File: config.mk
export PLATFORM = sky130hd
export DESIGN_NAME = scab_blend
export DESIGN_NICKNAME = d
export VERILOG_FILES = /design/src/hdl/scab_pkg.sv /design/src/hdl/scab_blend.sv
export SDC_FILE = /design/constraint.sdc
export NUM_CORES = 1
export LEC_CHECK = 0
export BUFFER_PORTS_ARGS = -buffer_cell sky130_fd_sc_hd__buf_2
export CORE_AREA = 2 2 148 207
export DETAILED_ROUTE_END_ITERATION = 10
export DIE_AREA = 0 0 150 209
export GPL_TIMING_DRIVEN = 0
export MAX_ROUTING_LAYER = met4
export PLACE_DENSITY = 0.8
export SKIP_LAST_GASP = 1
export SLEW_MARGIN = 20
export SYNTH_ARGS = -nofsm -noshare
export SYNTH_HDL_FRONTEND = slang
export SYNTH_SLANG_ARGS = --single-unit
File: constraint.sdc
create_clock -name clk -period 10.91 [get_ports clk]
set_clock_uncertainty 0.1 [all_clocks]
set_input_delay 3.273 -clock clk [delete_from_list [all_inputs] [get_ports clk]]
set_output_delay 3.273 -clock clk [all_outputs]
set_load 0.02 [all_outputs]
File: src/hdl/scab_pkg.sv
// shared constants, types and register codes of the shape coverage alpha blend unit
`default_nettype none
package scab_pkg;

  // supersample factor, a power of two
  localparam int SUPERSAMPLE       = 4;
  localparam int SAMPLE_COORD_BITS = 12;

  localparam int SAMPLE_W = 12;
  localparam int COLOR_W  = 8;
  localparam int ALPHA_W  = 9;
  localparam int MAT_W    = 20;
  localparam int GEO_W    = 24;
  localparam int KIND_W   = 2;

  localparam int CFG_INDEX_W = 3;
  localparam int CFG_DATA_W  = 64;

  localparam int USED_BITS = (SAMPLE_COORD_BITS < SAMPLE_W) ? SAMPLE_COORD_BITS : SAMPLE_W;
  localparam int SS_SHIFT  = $clog2(SUPERSAMPLE) + COLOR_W;
  localparam int CRD_W     = USED_BITS + 1;
  localparam int PM_W      = MAT_W + CRD_W;
  localparam int S_W       = ((PM_W + 1 > GEO_W + SS_SHIFT) ? PM_W + 1 : GEO_W + SS_SHIFT) + 1;
  localparam int OBJ_W     = S_W - SS_SHIFT;
  localparam int DIFF_W    = ((OBJ_W > GEO_W) ? OBJ_W : GEO_W) + 1;
  localparam int VEC_W     = GEO_W + 1;
  localparam int EP_W      = DIFF_W + VEC_W;
  localparam int EDGE_W    = EP_W + 1;
  localparam int SQ_W      = 2 * DIFF_W;
  localparam int D2_W      = SQ_W + 1;
  localparam int R2_W      = 2 * GEO_W;
  localparam int BL_W      = 2 * COLOR_W + 1;

  localparam logic [ALPHA_W-1:0] OPAQUE = ALPHA_W'(1 << COLOR_W);
  localparam logic [BL_W-1:0]    ROUND  = BL_W'(1 << (COLOR_W - 1));

  typedef enum logic [CFG_INDEX_W-1:0] {
    REG_SHAPE_KIND = 3'd0,
    REG_INV_ROW_X  = 3'd1,
    REG_INV_ROW_Y  = 3'd2,
    REG_GEOM_A     = 3'd3,
    REG_GEOM_B     = 3'd4,
    REG_GEOM_C     = 3'd5,
    REG_PAINT      = 3'd6
  } reg_index_e;

  typedef enum logic [KIND_W-1:0] {
    SHAPE_CIRCLE = 2'd0,
    SHAPE_RECT   = 2'd1,
    SHAPE_TRI    = 2'd2
  } shape_e;

  typedef struct packed {
    logic [COLOR_W-1:0] red;
    logic [COLOR_W-1:0] green;
    logic [COLOR_W-1:0] blue;
  } color_t;

  typedef struct packed {
    logic [SAMPLE_W-1:0] sample_x;
    logic [SAMPLE_W-1:0] sample_y;
    logic [COLOR_W-1:0]  dest_red;
    logic [COLOR_W-1:0]  dest_green;
    logic [COLOR_W-1:0]  dest_blue;
  } sample_t;

  typedef struct packed {
    logic [COLOR_W-1:0] out_red;
    logic [COLOR_W-1:0] out_green;
    logic [COLOR_W-1:0] out_blue;
    logic               covered;
  } pixel_t;

  typedef struct packed {
    shape_e                    shape_kind;
    logic signed [MAT_W-1:0]   m00;
    logic signed [MAT_W-1:0]   m01;
    logic signed [GEO_W-1:0]   m02;
    logic signed [MAT_W-1:0]   m10;
    logic signed [MAT_W-1:0]   m11;
    logic signed [GEO_W-1:0]   m12;
    logic signed [GEO_W-1:0]   ax;
    logic signed [GEO_W-1:0]   ay;
    logic signed [GEO_W-1:0]   bx;
    logic signed [GEO_W-1:0]   by;
    logic signed [GEO_W-1:0]   cx;
    logic signed [GEO_W-1:0]   cy;
    color_t                    paint;
    logic [ALPHA_W-1:0]        alpha;
  } cfg_t;

  typedef struct packed {
    logic signed [OBJ_W-1:0] ox;
    logic signed [OBJ_W-1:0] oy;
    color_t                  dest;
  } obj_t;

  typedef struct packed {
    logic   covered;
    color_t dest;
  } cover_t;

endpackage
`default_nettype wire

File: src/hdl/scab_blend.sv
// alpha blend of covered samples into the output register, uncovered samples keep their stored color
`default_nettype none
module scab_blend (
  input  logic            clk,
  input  logic            rst,
  input  scab_pkg::cfg_t   cfg,
  input  logic            cov_valid,
  output logic            cov_ready,
  input  scab_pkg::cover_t cov,
  output logic            pixel_valid,
  input  logic            pixel_ready,
  output scab_pkg::pixel_t pixel
);
  import scab_pkg::*;

  logic               pv, ready6;
  logic [ALPHA_W-1:0] alpha_sat;
  pixel_t             pixel_next;

  function automatic logic [COLOR_W-1:0] blend_ch(input logic [COLOR_W-1:0] p,
                                                  input logic [COLOR_W-1:0] d,
                                                  input logic [ALPHA_W-1:0] a);
    logic [BL_W-1:0] acc;
    acc = BL_W'(p) * BL_W'(a) + BL_W'(d) * BL_W'(OPAQUE - a) + ROUND;
    return acc[2*COLOR_W-1:COLOR_W];
  endfunction

  assign ready6      = !pv || pixel_ready;
  assign cov_ready   = ready6;
  assign pixel_valid = pv;

  // alpha above opaque saturates
  assign alpha_sat = (cfg.alpha > OPAQUE) ? OPAQUE : cfg.alpha;

  always_comb begin
    if (cov.covered) begin
      pixel_next.out_red   = blend_ch(cfg.paint.red,   cov.dest.red,   alpha_sat);
      pixel_next.out_green = blend_ch(cfg.paint.green, cov.dest.green, alpha_sat);
      pixel_next.out_blue  = blend_ch(cfg.paint.blue,  cov.dest.blue,  alpha_sat);
    end else begin
      pixel_next.out_red   = cov.dest.red;
      pixel_next.out_green = cov.dest.green;
      pixel_next.out_blue  = cov.dest.blue;
    end
    pixel_next.covered = cov.covered;
  end

  always_ff @(posedge clk) begin
    if (rst) begin
      pv <= 1'b0;
    end else if (ready6) begin
      pv <= cov_valid;
    end
  end

  always_ff @(posedge clk) begin
    if (ready6 && cov_valid) begin
      pixel <= pixel_next;
    end
  end

endmodule
`default_nettype wire

# Word-level counts from Yosys, hierarchy flattened
# Cells that the tools add are included.
[totals] regBits=26 input_bits=336 out_inout_bits=27 word_cells=24
[classes] n_addsub=7 mul=6 order_cmp=1 muxes=2 reduce_logical=3
[op_table] cell="adder 16 bit" count=3
[op_table] cell="adder 16 x 8 -> 16 bit, second input constant" count=3
[op_table] cell="multiplier 8 x 9 -> 16 bit" count=3
[op_table] cell="multiplier 8 x 17 -> 16 bit" count=2
[op_table] cell="two-way mux 24 bit" count=1
[op_table] cell="multiplier 9 x 10 -> 16 bit" count=1
[op_table] cell="subtractor 9 x 9 -> 10 bit, first input constant" count=1
[op_table] cell="> comparator 9 bit, second input constant" count=1
[op_table] cell="two-way mux 9 bit" count=1
[op_table] cell="logical AND 1 bit" count=1
[op_table] cell="zero test 1 bit" count=1
[op_table] cell="logical OR 1 bit" count=1

# Depth between registers and ports, before layout
[logic_depth] depth_word=7 mapped_depth=29 ltp_nobuf=27

# Least setup slack after synthesis
# No wires, ideal clock.
[synth_path] path_type="in2reg" from="input cfg[8] (netlist name)" to="register pixel[6] (netlist name) (data pin)" setup_time_ps=256 t_arrival_ps=9769 required_ps=10554 setup_slack_ps=785 cell_stages=28 path_buffers=2 path_cell_list="and2b_4 clkbuf_1 inv_1 ha_1 nand2_1 or3_1 xor2_1 clkbuf_1 nand2_1 fa_1 inv_1 fa_1 inv_1 fa_1 inv_1 fa_1 fa_1 inv_1 fa_1 inv_1 ha_1 a21o_1 a21o_1 a32oi_1 a21oi_2 and2_1 or3_1 a31o_2"
[synth_lines] element="start: declaration" line_no="scab_blend.sv:6" source="input scab_pkg::cfg_t cfg,"
[synth_lines] element="end signal: assignment" line_no="scab_blend.sv:58" source="pixel <= pixel_next;"
[synth_lines] element="end: declaration" line_no="scab_blend.sv:12" source="output scab_pkg::pixel_t pixel"

==> out/metrics.csv <==
stage,metric,value,unit
status,status,"complete, no violations",
setup_path,critical path capture point type,register,
power,sequential cell fraction of total power,4.7,%
yosys,largest family of logic cells by synthesized area,adder cells,
floorplanning,Core ar.,0.02965,sq mm
floorplanning,FP Rows,75,
setup_path,CP arrival,10.73,ns
global_routing,first-pass GRT wire length,66270,um
floorplanning,IO Count,363,
cells_and_area,layout cell share with drive strength beyond 1,6.831,%
detailed_routing,DRT Wirelength,40360,um
power,share of total power in the clock network,1.6,%
yosys,share of the synthesized area in the top cell type,45.96,%
cells_and_area,Non-Filler Instances,2216,
yosys,mux contribution to synthesized area,1.597,%
yosys,Post-Synth Adder-Cell Area,59.50,%
setup_path,slowest CP cell,fa_1,
clock_tree,clk sinks,26,
timing,unrepaired setup endpoints after global routing,true,
global_routing,largest net degree at the start of global routing,15,
clock_tree,Root Buffer Master,clkbuf_16,
yosys,mean post-synth cell area,9.333,sq um
yosys,Synth area leader,fa_1,
yosys,Synth Instances,1713,
yosys,synth unique cells,57,
worst_hold_path,hold crit path type,register to register,
power,sw frac,51.25,%
yosys,Synth Warn #,0,
detailed_routing,Post-DRT Antenna Nets,0,
setup_path,"Max FO, Critical Path",10,
place,Cells after DPL,2211,
detailed_routing,wire length per cell,18.21,um
power,Switch Pwr,3.399,mW
yosys,Post-synth top flop,edfxtp_1,
worst_hold_path,hold endpoint,pixel_valid,
yosys,synth top area cells,"fa_1, ha_1, inv_1",
setup_path,type of the worst setup path,primary input to register,
yosys,"EDFF count, synth",25,
clock_tree,CTS tree,built,
global_routing,antenna violations before repair,1,
detailed_routing,DRT met1 WL,14320,um
floorplanning,die height,209,um
global_routing,vias in the first global route,13220,
worst_hold_path,hold path cells,2,
place,HPWL after detailed placement,33950,um
setup_path,Worst path most repeated cell,fa_1,
setup_path,r2r startpoint,pixel_valid,
setup_path,CP startpoint,cfg[8],
timing,Slew headroom,31.60,%
setup_path,reg2reg setup slack,9.45,ns
floorplanning,die area,0.03135,sq mm
setup_path,crit-path max cell delay,0.59,ns
clock_tree,Worst-Skew Late Latency,0.30,ns
detailed_routing,met2 WL post-DR,20360,um
detailed_routing,via count,11770,
floorplanning,Die Span X,150,um
power,total leakage power,8.974,nW
detailed_routing,First DRT Iteration DRCs,597,
yosys,#FFs+latches synth,26,
power,internal power,3.233,mW
floorplanning,Initial Utilization,53.91,%
timing,final hold vios,0,
job,max_cap viols,0,
yosys,commonest cells in the synthesized netlist,"inv_1, fa_1, and2_1",
cells_and_area,Area Overhead vs Synth,7.271,%
clock_tree,total CTS buffers,3,
detailed_routing,drt drc,0,
power,VDD IR max,0.3403,mV
place,I/O Buffers,62,
timing,Setup-failing EPs final,0,
timing,post-route minimum period,10.80,ns
timing,final worst-path cycle share,98.98,%
yosys,simple logic cell fraction of the synthesized area,15.93,%
detailed_routing,metal3 WL,3002,um
yosys,xor/xnor share of the synthesized area,3.663,%
setup_path,Worst R2R End,pixel[2],
power,PD cells,386.8,mW/mm^2
clock_tree,"Reg clk slew, reported paths",0.10,ns
yosys,Async SR Flop Fraction,0,%
detailed_routing,Via density,5.312,
setup_path,Crit path required time,10.84,ns
setup_path,CP startpoint kind,primary input,
detailed_routing,drt first pass iters,5,
timing,hold_ws,0.4228,ns
power,Logic pwr share,93.7,%
cells_and_area,nets,2707,
cells_and_area,# fillers,2564,
yosys,Synth Area in Compound Gates,2.231,%
yosys,"Seq/Total Area, Yosys",4.821,%
timing,Peak Freq,92.60,MHz
detailed_routing,DR top layer,met4,
place,Final Wtd Congestion,0.9222,
global_routing,total gr overflow,0,
setup_path,reg2reg path depth,3,
global_routing,All-Layer GR Usage,28.62,%
clock_tree,H-tree Lvls,1,
yosys,Synth Cell Area,0.01599,sq mm
clock_tree,worst-case clock buffer depth,2,
timing,Final Max Tran Viols,0,
yosys,most frequent cell after synthesis,inv_1,
timing,measured slew at the worst slew-check pin,1.026,ns
worst_hold_path,Hold Path Origin,pixel_valid,
[power groups by stage]
stage | Combinational (mW) | Sequential (mW) | Clock, mW
after floorplan | 4.75 | 0.377 | 0
after detailed placement | 6.08 | 0.309 | 0
after global routing | 7.02 | 0.313 | 0.113
final | 6.22 | 0.309 | 0.108
after global placement | 5.86 | 0.311 | 0
after CTS | 6.16 | 0.309 | 0.108
[logic make-up after synthesis]
logic type	Yosys count
compound gates	49
mux	23
simple gates	492
buf+inv	515
xor+xnor	66
other cells	2
fa+ha+maj	540
flops	26
[critical path: cells and delay by family]
kind | cells | cell delay, ns
compound gates | 4 | 0.77
xor+xnor | 1 | 0.17
fa+ha+maj | 8 | 3.58
buf+inv | 7 | 1.04
mux | 2 | 0.64
simple gates | 5 | 1.24
[sequential cells by signal, indices dropped and copies added (netlist names)]
register,cells
pixel_valid,1
pixel,25
[layer usage]
metal | vias up | GRT usage, %
li1 | 5152 | -
met1 | 5959 | 32.35
met2 | 502 | 47.99
met3 | 158 | 4.541
met4 | 0 | 16.14
met5 | - | -
[area by class of cell]
| type | count | area, sq um | area share [%] |
|---|---|---|---|
| Antenna cell | 1 | 2.502 | 0.01459 |
| Buffer | 73 | 307.8 | 1.795 |
| Clock buffer | 4 | 78.83 | 0.4597 |
| Inverter | 442 | 1662 | 9.689 |
| Multi-Input combinational cell | 1222 | 13510 | 78.77 |
| Sequential cell | 26 | 770.7 | 4.494 |
| Tap cell | 385 | 481.7 | 2.809 |
| Timing Repair Buffer | 63 | 337.8 | 1.970 |
[how the worst max path moves through the flow]
| stage | endpoint | slack (ns) |
|---|---|---|
| 2_1_floorplan | pixel[6] | 0.78 |
| 3_3_place_gp | pixel[8] | -0.71 |
| 3_5_place_dp | pixel[8] | -0.74 |
| 4_1_cts | pixel[8] | 0.02 |
| 5_1_grt | pixel[16] | -0.08 |
| 6_report | pixel[16] | 0.11 |
[layout by cell type, fill, tap and decap left out, types with 20 or more instances in the layout]
| cell type | count |
|---|---|
| buf_2 | 66 |
| ha_1 | 173 |
| conb_1 | 52 |
| xnor2_1 | 48 |
| and2_1 | 228 |
| inv_1 | 441 |
| edfxtp_1 | 25 |
| nand2_1 | 208 |
| fa_1 | 367 |
| mux2_2 | 20 |
| clkbuf_1 | 43 |
[per-stage QoR]
| stage | TNS [ns] | total power [mW] | util [%] | instance area [sq um] | worst slack [ns] |
|---|---|---|---|---|---|
| detailed placement | -7.560 | 6.393 | 57.31 | 17000 | -0.7371 |
| global route | -0.3146 | 7.447 | 57.83 | 17150 | -0.08255 |
| finish | 0 | 6.633 | 57.83 | 17150 | 0.1112 |
| global placement | -6.406 | 6.167 | 57.22 | 16970 | -0.7088 |
| floorplan | 0 | 5.131 | - | 16170 | 0.7849 |
| CTS | 0 | 6.581 | 57.67 | 17100 | 0.01543 |
[timing repair]
item / in CTS / in global routing
pin swaps: 0 / 0
gates resized for setup: 8 / 14
setup buffers: 0 / 0
endpoints found under the setup margin: 13 / 10
hold buffers: 0 / 0
Note: power is estimated with default switching activity, not from simulation.
