$ cat config.mk
export PLATFORM = sky130hd
export DESIGN_NAME = scab_xform
export DESIGN_NICKNAME = d
export VERILOG_FILES = /design/src/hdl/scab_pkg.sv /design/src/hdl/scab_xform.sv
export SDC_FILE = /design/constraint.sdc
export NUM_CORES = 2
export LEC_CHECK = 0
export ABC_AREA = 1
export BUFFER_PORTS_ARGS = -buffer_cell sky130_fd_sc_hd__buf_4
export CAP_MARGIN = 0
export CORE_MARGIN = 10
export CORE_UTILIZATION = 65
export CTS_CLUSTER_SIZE = 28
export DETAILED_ROUTE_END_ITERATION = 8
export PLACE_DENSITY = 0.95
export RECOVER_POWER = 50
export SLEW_MARGIN = 5
export SYNTH_ARGS = -nofsm -noshare
export SYNTH_HDL_FRONTEND = slang
export SYNTH_SLANG_ARGS = --single-unit
$ cat constraint.sdc
create_clock -name clk -period 8.8 [get_ports clk]
set_input_delay 1.76 -clock clk [delete_from_list [all_inputs] [get_ports clk]]
set_output_delay 1.76 -clock clk [all_outputs]
set_load 0.05 [all_outputs]
$ cat src/hdl/scab_pkg.sv
// shared constants, types and register codes of the shape coverage alpha blend unit
`default_nettype none
package scab_pkg;

  // supersample factor, a power of two
  localparam int SUPERSAMPLE       = 4;
  localparam int SAMPLE_COORD_BITS = 12;

  localparam int SAMPLE_W = 12;
  localparam int COLOR_W  = 8;
  localparam int ALPHA_W  = 9;
  localparam int MAT_W    = 20;
  localparam int GEO_W    = 24;
  localparam int KIND_W   = 2;

  localparam int CFG_INDEX_W = 3;
  localparam int CFG_DATA_W  = 64;

  localparam int USED_BITS = (SAMPLE_COORD_BITS < SAMPLE_W) ? SAMPLE_COORD_BITS : SAMPLE_W;
  localparam int SS_SHIFT  = $clog2(SUPERSAMPLE) + COLOR_W;
  localparam int CRD_W     = USED_BITS + 1;
  localparam int PM_W      = MAT_W + CRD_W;
  localparam int S_W       = ((PM_W + 1 > GEO_W + SS_SHIFT) ? PM_W + 1 : GEO_W + SS_SHIFT) + 1;
  localparam int OBJ_W     = S_W - SS_SHIFT;
  localparam int DIFF_W    = ((OBJ_W > GEO_W) ? OBJ_W : GEO_W) + 1;
  localparam int VEC_W     = GEO_W + 1;
  localparam int EP_W      = DIFF_W + VEC_W;
  localparam int EDGE_W    = EP_W + 1;
  localparam int SQ_W      = 2 * DIFF_W;
  localparam int D2_W      = SQ_W + 1;
  localparam int R2_W      = 2 * GEO_W;
  localparam int BL_W      = 2 * COLOR_W + 1;

  localparam logic [ALPHA_W-1:0] OPAQUE = ALPHA_W'(1 << COLOR_W);
  localparam logic [BL_W-1:0]    ROUND  = BL_W'(1 << (COLOR_W - 1));

  typedef enum logic [CFG_INDEX_W-1:0] {
    REG_SHAPE_KIND = 3'd0,
    REG_INV_ROW_X  = 3'd1,
    REG_INV_ROW_Y  = 3'd2,
    REG_GEOM_A     = 3'd3,
    REG_GEOM_B     = 3'd4,
    REG_GEOM_C     = 3'd5,
    REG_PAINT      = 3'd6
  } reg_index_e;

  typedef enum logic [KIND_W-1:0] {
    SHAPE_CIRCLE = 2'd0,
    SHAPE_RECT   = 2'd1,
    SHAPE_TRI    = 2'd2
  } shape_e;

  typedef struct packed {
    logic [COLOR_W-1:0] red;
    logic [COLOR_W-1:0] green;
    logic [COLOR_W-1:0] blue;
  } color_t;

  typedef struct packed {
    logic [SAMPLE_W-1:0] sample_x;
    logic [SAMPLE_W-1:0] sample_y;
    logic [COLOR_W-1:0]  dest_red;
    logic [COLOR_W-1:0]  dest_green;
    logic [COLOR_W-1:0]  dest_blue;
  } sample_t;

  typedef struct packed {
    logic [COLOR_W-1:0] out_red;
    logic [COLOR_W-1:0] out_green;
    logic [COLOR_W-1:0] out_blue;
    logic               covered;
  } pixel_t;

  typedef struct packed {
    shape_e                    shape_kind;
    logic signed [MAT_W-1:0]   m00;
    logic signed [MAT_W-1:0]   m01;
    logic signed [GEO_W-1:0]   m02;
    logic signed [MAT_W-1:0]   m10;
    logic signed [MAT_W-1:0]   m11;
    logic signed [GEO_W-1:0]   m12;
    logic signed [GEO_W-1:0]   ax;
    logic signed [GEO_W-1:0]   ay;
    logic signed [GEO_W-1:0]   bx;
    logic signed [GEO_W-1:0]   by;
    logic signed [GEO_W-1:0]   cx;
    logic signed [GEO_W-1:0]   cy;
    color_t                    paint;
    logic [ALPHA_W-1:0]        alpha;
  } cfg_t;

  typedef struct packed {
    logic signed [OBJ_W-1:0] ox;
    logic signed [OBJ_W-1:0] oy;
    color_t                  dest;
  } obj_t;

  typedef struct packed {
    logic   covered;
    color_t dest;
  } cover_t;

endpackage
`default_nettype wire

$ cat src/hdl/scab_xform.sv
// inverse affine transform of the sample position, two register stages
`default_nettype none
module scab_xform (
  input  logic             clk,
  input  logic             rst,
  input  scab_pkg::cfg_t    cfg,
  input  logic             sample_valid,
  output logic             sample_ready,
  input  scab_pkg::sample_t sample,
  output logic             obj_valid,
  input  logic             obj_ready,
  output scab_pkg::obj_t    obj
);
  import scab_pkg::*;

  logic v1, v2, ready1, ready2;
  logic signed [CRD_W-1:0] sx, sy;
  logic signed [PM_W-1:0]  pxa_next, pxb_next, pya_next, pyb_next;
  logic signed [PM_W-1:0]  pxa, pxb, pya, pyb;
  color_t                  dest1;
  logic signed [S_W-1:0]   sum_x, sum_y;

  assign ready2       = !v2 || obj_ready;
  assign ready1       = !v1 || ready2;
  assign sample_ready = ready1;
  assign obj_valid    = v2;

  assign sx = $signed({1'b0, sample.sample_x[USED_BITS-1:0]});
  assign sy = $signed({1'b0, sample.sample_y[USED_BITS-1:0]});

  always_comb begin
    pxa_next = $signed(cfg.m00) * sx;
    pxb_next = $signed(cfg.m01) * sy;
    pya_next = $signed(cfg.m10) * sx;
    pyb_next = $signed(cfg.m11) * sy;
  end

  always_comb begin
    sum_x = S_W'(pxa) + S_W'(pxb) + (S_W'($signed(cfg.m02)) <<< SS_SHIFT);
    sum_y = S_W'(pya) + S_W'(pyb) + (S_W'($signed(cfg.m12)) <<< SS_SHIFT);
  end

  always_ff @(posedge clk) begin
    if (rst) begin
      v1 <= 1'b0;
      v2 <= 1'b0;
    end else begin
      if (ready1) v1 <= sample_valid;
      if (ready2) v2 <= v1;
    end
  end

  always_ff @(posedge clk) begin
    if (ready1 && sample_valid) begin
      pxa   <= pxa_next;
      pxb   <= pxb_next;
      pya   <= pya_next;
      pyb   <= pyb_next;
      dest1 <= '{red: sample.dest_red, green: sample.dest_green, blue: sample.dest_blue};
    end
    if (ready2 && v1) begin
      // floor division by the sample scale is an arithmetic shift
      obj.ox   <= sum_x[S_W-1:SS_SHIFT];
      obj.oy   <= sum_y[S_W-1:SS_SHIFT];
      obj.dest <= dest1;
    end
  end

endmodule
`default_nettype wire

Word level (Yosys, flattened, before mapping)
Index checks and enable logic that the tools add are counted.
{ "totals": {"reg_bits": 232, "latch_bits": 0, "ram_bits": 0, "romBits": 0, "inputBits": 359, "output_inout_bits": 76, "word_cells": 28, "mem_count": 0} }
{ "classes": {"add_sub_neg": 4, "mul": 4, "div": 0, "n_lt_le_gt_ge": 0, "eq_ne": 0, "shift": 0, "n_mux": 0, "bitwise_logic": 0, "reduce_logical": 6} }
{ "op_table": {"columns": ["operator", "count"], "rows": [
  ["$mul A20 B13 Y33", 4],
  ["$add A34 B34 Y35", 2],
  ["$add A33 B33 Y34", 2],
  ["$logic_and A1 B1 Y1", 2],
  ["$logic_not A1 Y1", 2],
  ["$logic_or A1 B1 Y1", 2]
]} }

Longest topological paths before layout
{ "logic_depth": {"ltp_word": 4, "depth_mapped": 24, "depth_no_buf": 23} }

Worst setup path after synthesis
Ideal clock, no wire load.
{ "synth_timing": {"kind": "input-to-reg", "start": "in cfg[284] (netlist bit)", "end": "reg pxb[31] (data pin)", "setup_ns": 0.252, "t_arrival_ns": 6.074, "required_ns": 8.548, "slack_ns": 2.474, "cell_stages": 18, "path_buffers": 1, "cell_sequence": "clkbuf_1 > nand2_1 > fa_1 > fa_1 > inv_1 > fa_1 > fa_1 > inv_1 > fa_1 > inv_1 > ha_1 > nand2_1 > nor2_2 > inv_1 > nor4_1 > nand3_1 > nand3_1 > nand2_1"} }
{ "synth_via": {"elab_chain_cells": 1} }
{ "synth_rtl": {"columns": ["element", "line", "rtl"], "rows": [
  ["from (decl)", "scab_xform.sv:6", "input scab_pkg::cfg_t cfg,"],
  ["$mul A20 B13 Y33", "scab_xform.sv:33", "pxb_next = $signed(cfg.m01) * sy;"],
  ["via pxb_next[31]", "scab_xform.sv:18", "logic signed [PM_W-1:0] pxa_next, pxb_next, pya_next, pyb_next;"],
  ["to (signal assigned)", "scab_xform.sv:56", "pxb <= pxb_next;"],
  ["to (decl)", "scab_xform.sv:19", "logic signed [PM_W-1:0] pxa, pxb, pya, pyb;"]
]} }
The timed path passes the listed nets, and every way through them passes these cells.
A chain may end at the register's enable or synchronous reset.

Final worst setup path
{ "layout_timing": {"start": "in sample[37] (netlist bit)", "end": "reg pya[30] (data pin)"} }
{ "layout_via": {"elab_chain_cells": 1} }
{ "layout_rtl": {"columns": ["element", "line", "rtl"], "rows": [
  ["from (decl)", "scab_xform.sv:9", "input scab_pkg::sample_t sample,"],
  ["$mul A20 B13 Y33", "scab_xform.sv:34", "pya_next = $signed(cfg.m10) * sx;"],
  ["via pya_next[30]", "scab_xform.sv:18", null],
  ["to (signal assigned)", "scab_xform.sv:57", "pya <= pya_next;"],
  ["to (decl)", "scab_xform.sv:19", null]
]} }
The timed path passes the listed nets, and every way through them passes these cells.

==> flow_summary_export.csv <==
group,metric,value,unit
placement,placed_area,0.0523,mm^2
cts,htreeDepth,1,
global_routing,grtUsageTotal,31.6,%
setup_path,cp-end-kind,"flip-flop",
sta,fin_crit_sh,78.2,%
yosys,synth-seq-area-share,14.0,%
cts,path_clk_slew,70,ps
yosys,synth_fa_ha_area_share,46.6,%
setup_path,r2r_cells,4,
cts,cts_setup_buffers,0,
setup_path,crit_chain,"buf_4 -> nand2_1 -> fa_1 -> fa_1 -> inv_1 -> fa_1 -> fa_1 -> inv_1 -> fa_1 -> inv_1 -> ha_1 -> a21oi_1 -> o21ai_0 -> a211oi_1 -> nand3_1 -> nand2_1 -> nand2_1",
sta,rsz0062_at_grt,"false",
floorplan,die_area,0.0880,mm^2
yosys,synth_area,0.0497,mm^2
detailed_routing,drc,0,
cts,clkSinkCount,232,
setup_path,crit_required,9080,ps
sta,max-slew-margin-rel,-161,%
yosys,post_synth_num_cell_types,46,
yosys,syn_nets,7842,
worst_hold_path,holdCritPathClass,"flip-flop to flip-flop",
sta,worst_slew_pin_slew,3900,ps
floorplan,start_util,65.5,%
run,maxCapViolCount,3,
finish,syn_to_final_growth,6.22,%
detailed_routing,drt_wl_total,137,mm
yosys,ys_warn_count,0,
detailed_routing,wl_per_cell,18.6,um
cts,cts_buffers,24,
cts,cts_tree,"yes",
outcome,failed_checks,"capacitance limit, slew limit",
setup_path,critical_path_class,"input pin to flip-flop",
cts,clockRootBuffer,"clkbuf_16",
global_routing,grt_pass1_wl,221,mm
floorplan,die_x,297,um
global_routing,grt-ovfl-total,0,
setup_path,max_stage_delay,640,ps
global_routing,grt_max_degree,86,
yosys,synth_top_area_share,37.0,%
yosys,synth_flop_cell,"edfxtp_1",
yosys,syn_inst,6181,
global_routing,antenna_found_initial,5,
placement,io_buffers,255,
sta,setup_tns,0,ps
setup_path,critPathMostFrequentCell,"fa_1",
yosys,synth-simple-area-share,17.0,%
setup_path,cp_slowest_cell,"fa_1",
detailed_routing,vias_per_cell,5.58,
yosys,synthXorXnorAreaFrac,2.34,%
placement,place.gp.congestion,0.961,
floorplan,rows,101,
finish,mostFrequentLayoutCells,"1868 x inv_1, 1538 x nand2_1, 920 x fa_1",
floorplan,coreArea,0.0759,mm^2
yosys,synth_edf_count,230,
cts,holdBufCountCts,0,
floorplan,io_pins,435,
yosys,synth.area.mux_share,0,%
finish,fill_cells,5457,
sta,finalCriticalPeriod,6880,ps
finish,finalNetCount,7949,
setup_path,worstPathArrival,7160,ps
yosys,synth_top_family_by_area,"adder cells",
sta,setup_violations,0,
yosys,ys_ff_latch,232,
setup_path,crit_path_start_kind,"input pin",
yosys,synth-compound-area-share,4.54,%
detailed_routing,vias,41000,
floorplan,die_h,297,um
sta,drv_slew,163,
finish,layout-drive-gt1-share,5.42,%
worst_hold_path,holdPathStages,0,
sta,skew,14.2,ps
detailed_routing,ant_nets,0,
finish,finalInstanceArea,0.0528,mm^2
yosys,avgSynthCellArea,8.05,um^2
placement,dp_hpwl,113,mm
cts,insertion_delay,530,ps
finish,mostFrequentLayoutCell,"inv_1",
yosys,synth.area.top_cells,"fa_1 37%, inv_1 14%, edfxtp_1 14%, nand2_1 12%, ha_1 9.6%",
finish,utilization,69.6,%
yosys,async_flop_share,0,%
detailed_routing,drtIter0Drc,3712,
sta,hold_viol_final,0,
sta,fmax,145,MHz
outcome,status,"complete, but fails checks",
cts,postCtsResizedCells,0,
detailed_routing,first_pass_iters,7,
cts,clockBufferDepth,3,
global_routing,grt_pass1_vias,44600,
yosys,synth_largest_area_cell,"fa_1",
setup_path,crit_fanout,40,
worst paths after layout:
kind | slack, ps | from | end
max | 1920 | sample[37] | pya[30]
min | 420 | dest1[5] | obj[5]
max reg2reg | 3370 | obj_valid | pya[32]
min reg2reg | 420 | dest1[5] | obj[5]
cells by family (layout without fill, tap and decap cells):
family | count (synthesis) | count (layout)
AND/OR/NAND/NOR | 2060 | 2060
flip-flops | 232 | 232
AO/OA/AOI/OAI | 400 | 400
buffers and inverters | 2056 | 2181
other | 0 | 3
XOR/XNOR | 131 | 131
adder cells (fa/ha/maj) | 1302 | 1302
registers in the layout (all words and copies together), names as in the netlist:
signal and count:
pxa 33, dest1 24, pxb 33, obj 74, pyb 33, v1 1, obj_valid 1, pya 33
layer usage:
| layer | GRT usage (%) | up-vias | part of all wire [%] |
|---|---|---|---|
| li1 | - | 18100 | - |
| met1 | 37.5 | 19700 | 35 |
| met2 | 55.3 | 2442 | 50 |
| met3 | 4.75 | 674 | 9.2 |
| met4 | 16.2 | 4 | 5.9 |
| met5 | 0 | - | 0.020 |
final cells by class:
cell class	instances	area (um^2)	area share, %
multi-input combinational	3893	35100	66.4
inverter	1880	7060	13.4
sequential	232	6950	13.1
timing repair buffer	257	1640	3.10
tap	1030	1290	2.44
clock buffer	26	629	1.19
clock inverter	18	190	0.360
antenna	3	7.51	0.0142
worst max-delay path: cells and delay by family:
| kind | cells | cell delay, ps |
|---|---|---|
| compound gates | 3 | 970 |
| fa+ha+maj | 6 | 3010 |
| buf+inv | 4 | 910 |
| simple gates | 4 | 480 |
per-stage QoR:
stage / hold WS, ps / worst slack, ps / cells
floorplan: 400 / 2470 / 6181
global placement: 400 / 1630 / 7292
detailed placement: 405 / 1490 / 7292
CTS: 413 / 2020 / 7336
global route: 433 / 1750 / 7338
finish: 423 / 1920 / 7339
cells in the mapped netlist, types with 7 or more instances:
library cell,n
clkbuf_1,176
o21ai_0,81
nand2_1,1538
o21a_1,7
nand4_1,36
xor2_1,101
nand2_2,48
fa_1,920
nand3_1,127
nor3_1,36
o21bai_1,24
xnor2_1,28
nor2_1,207
a21oi_1,203
inv_2,10
edfxtp_1,230
ha_1,382
nor3_2,11
a21o_1,32
o21ai_1,21
nor2_2,18
inv_1,1869
Power is not shown: default switching activity piles up to over one toggle a cycle in this logic, so the estimate is an artifact.
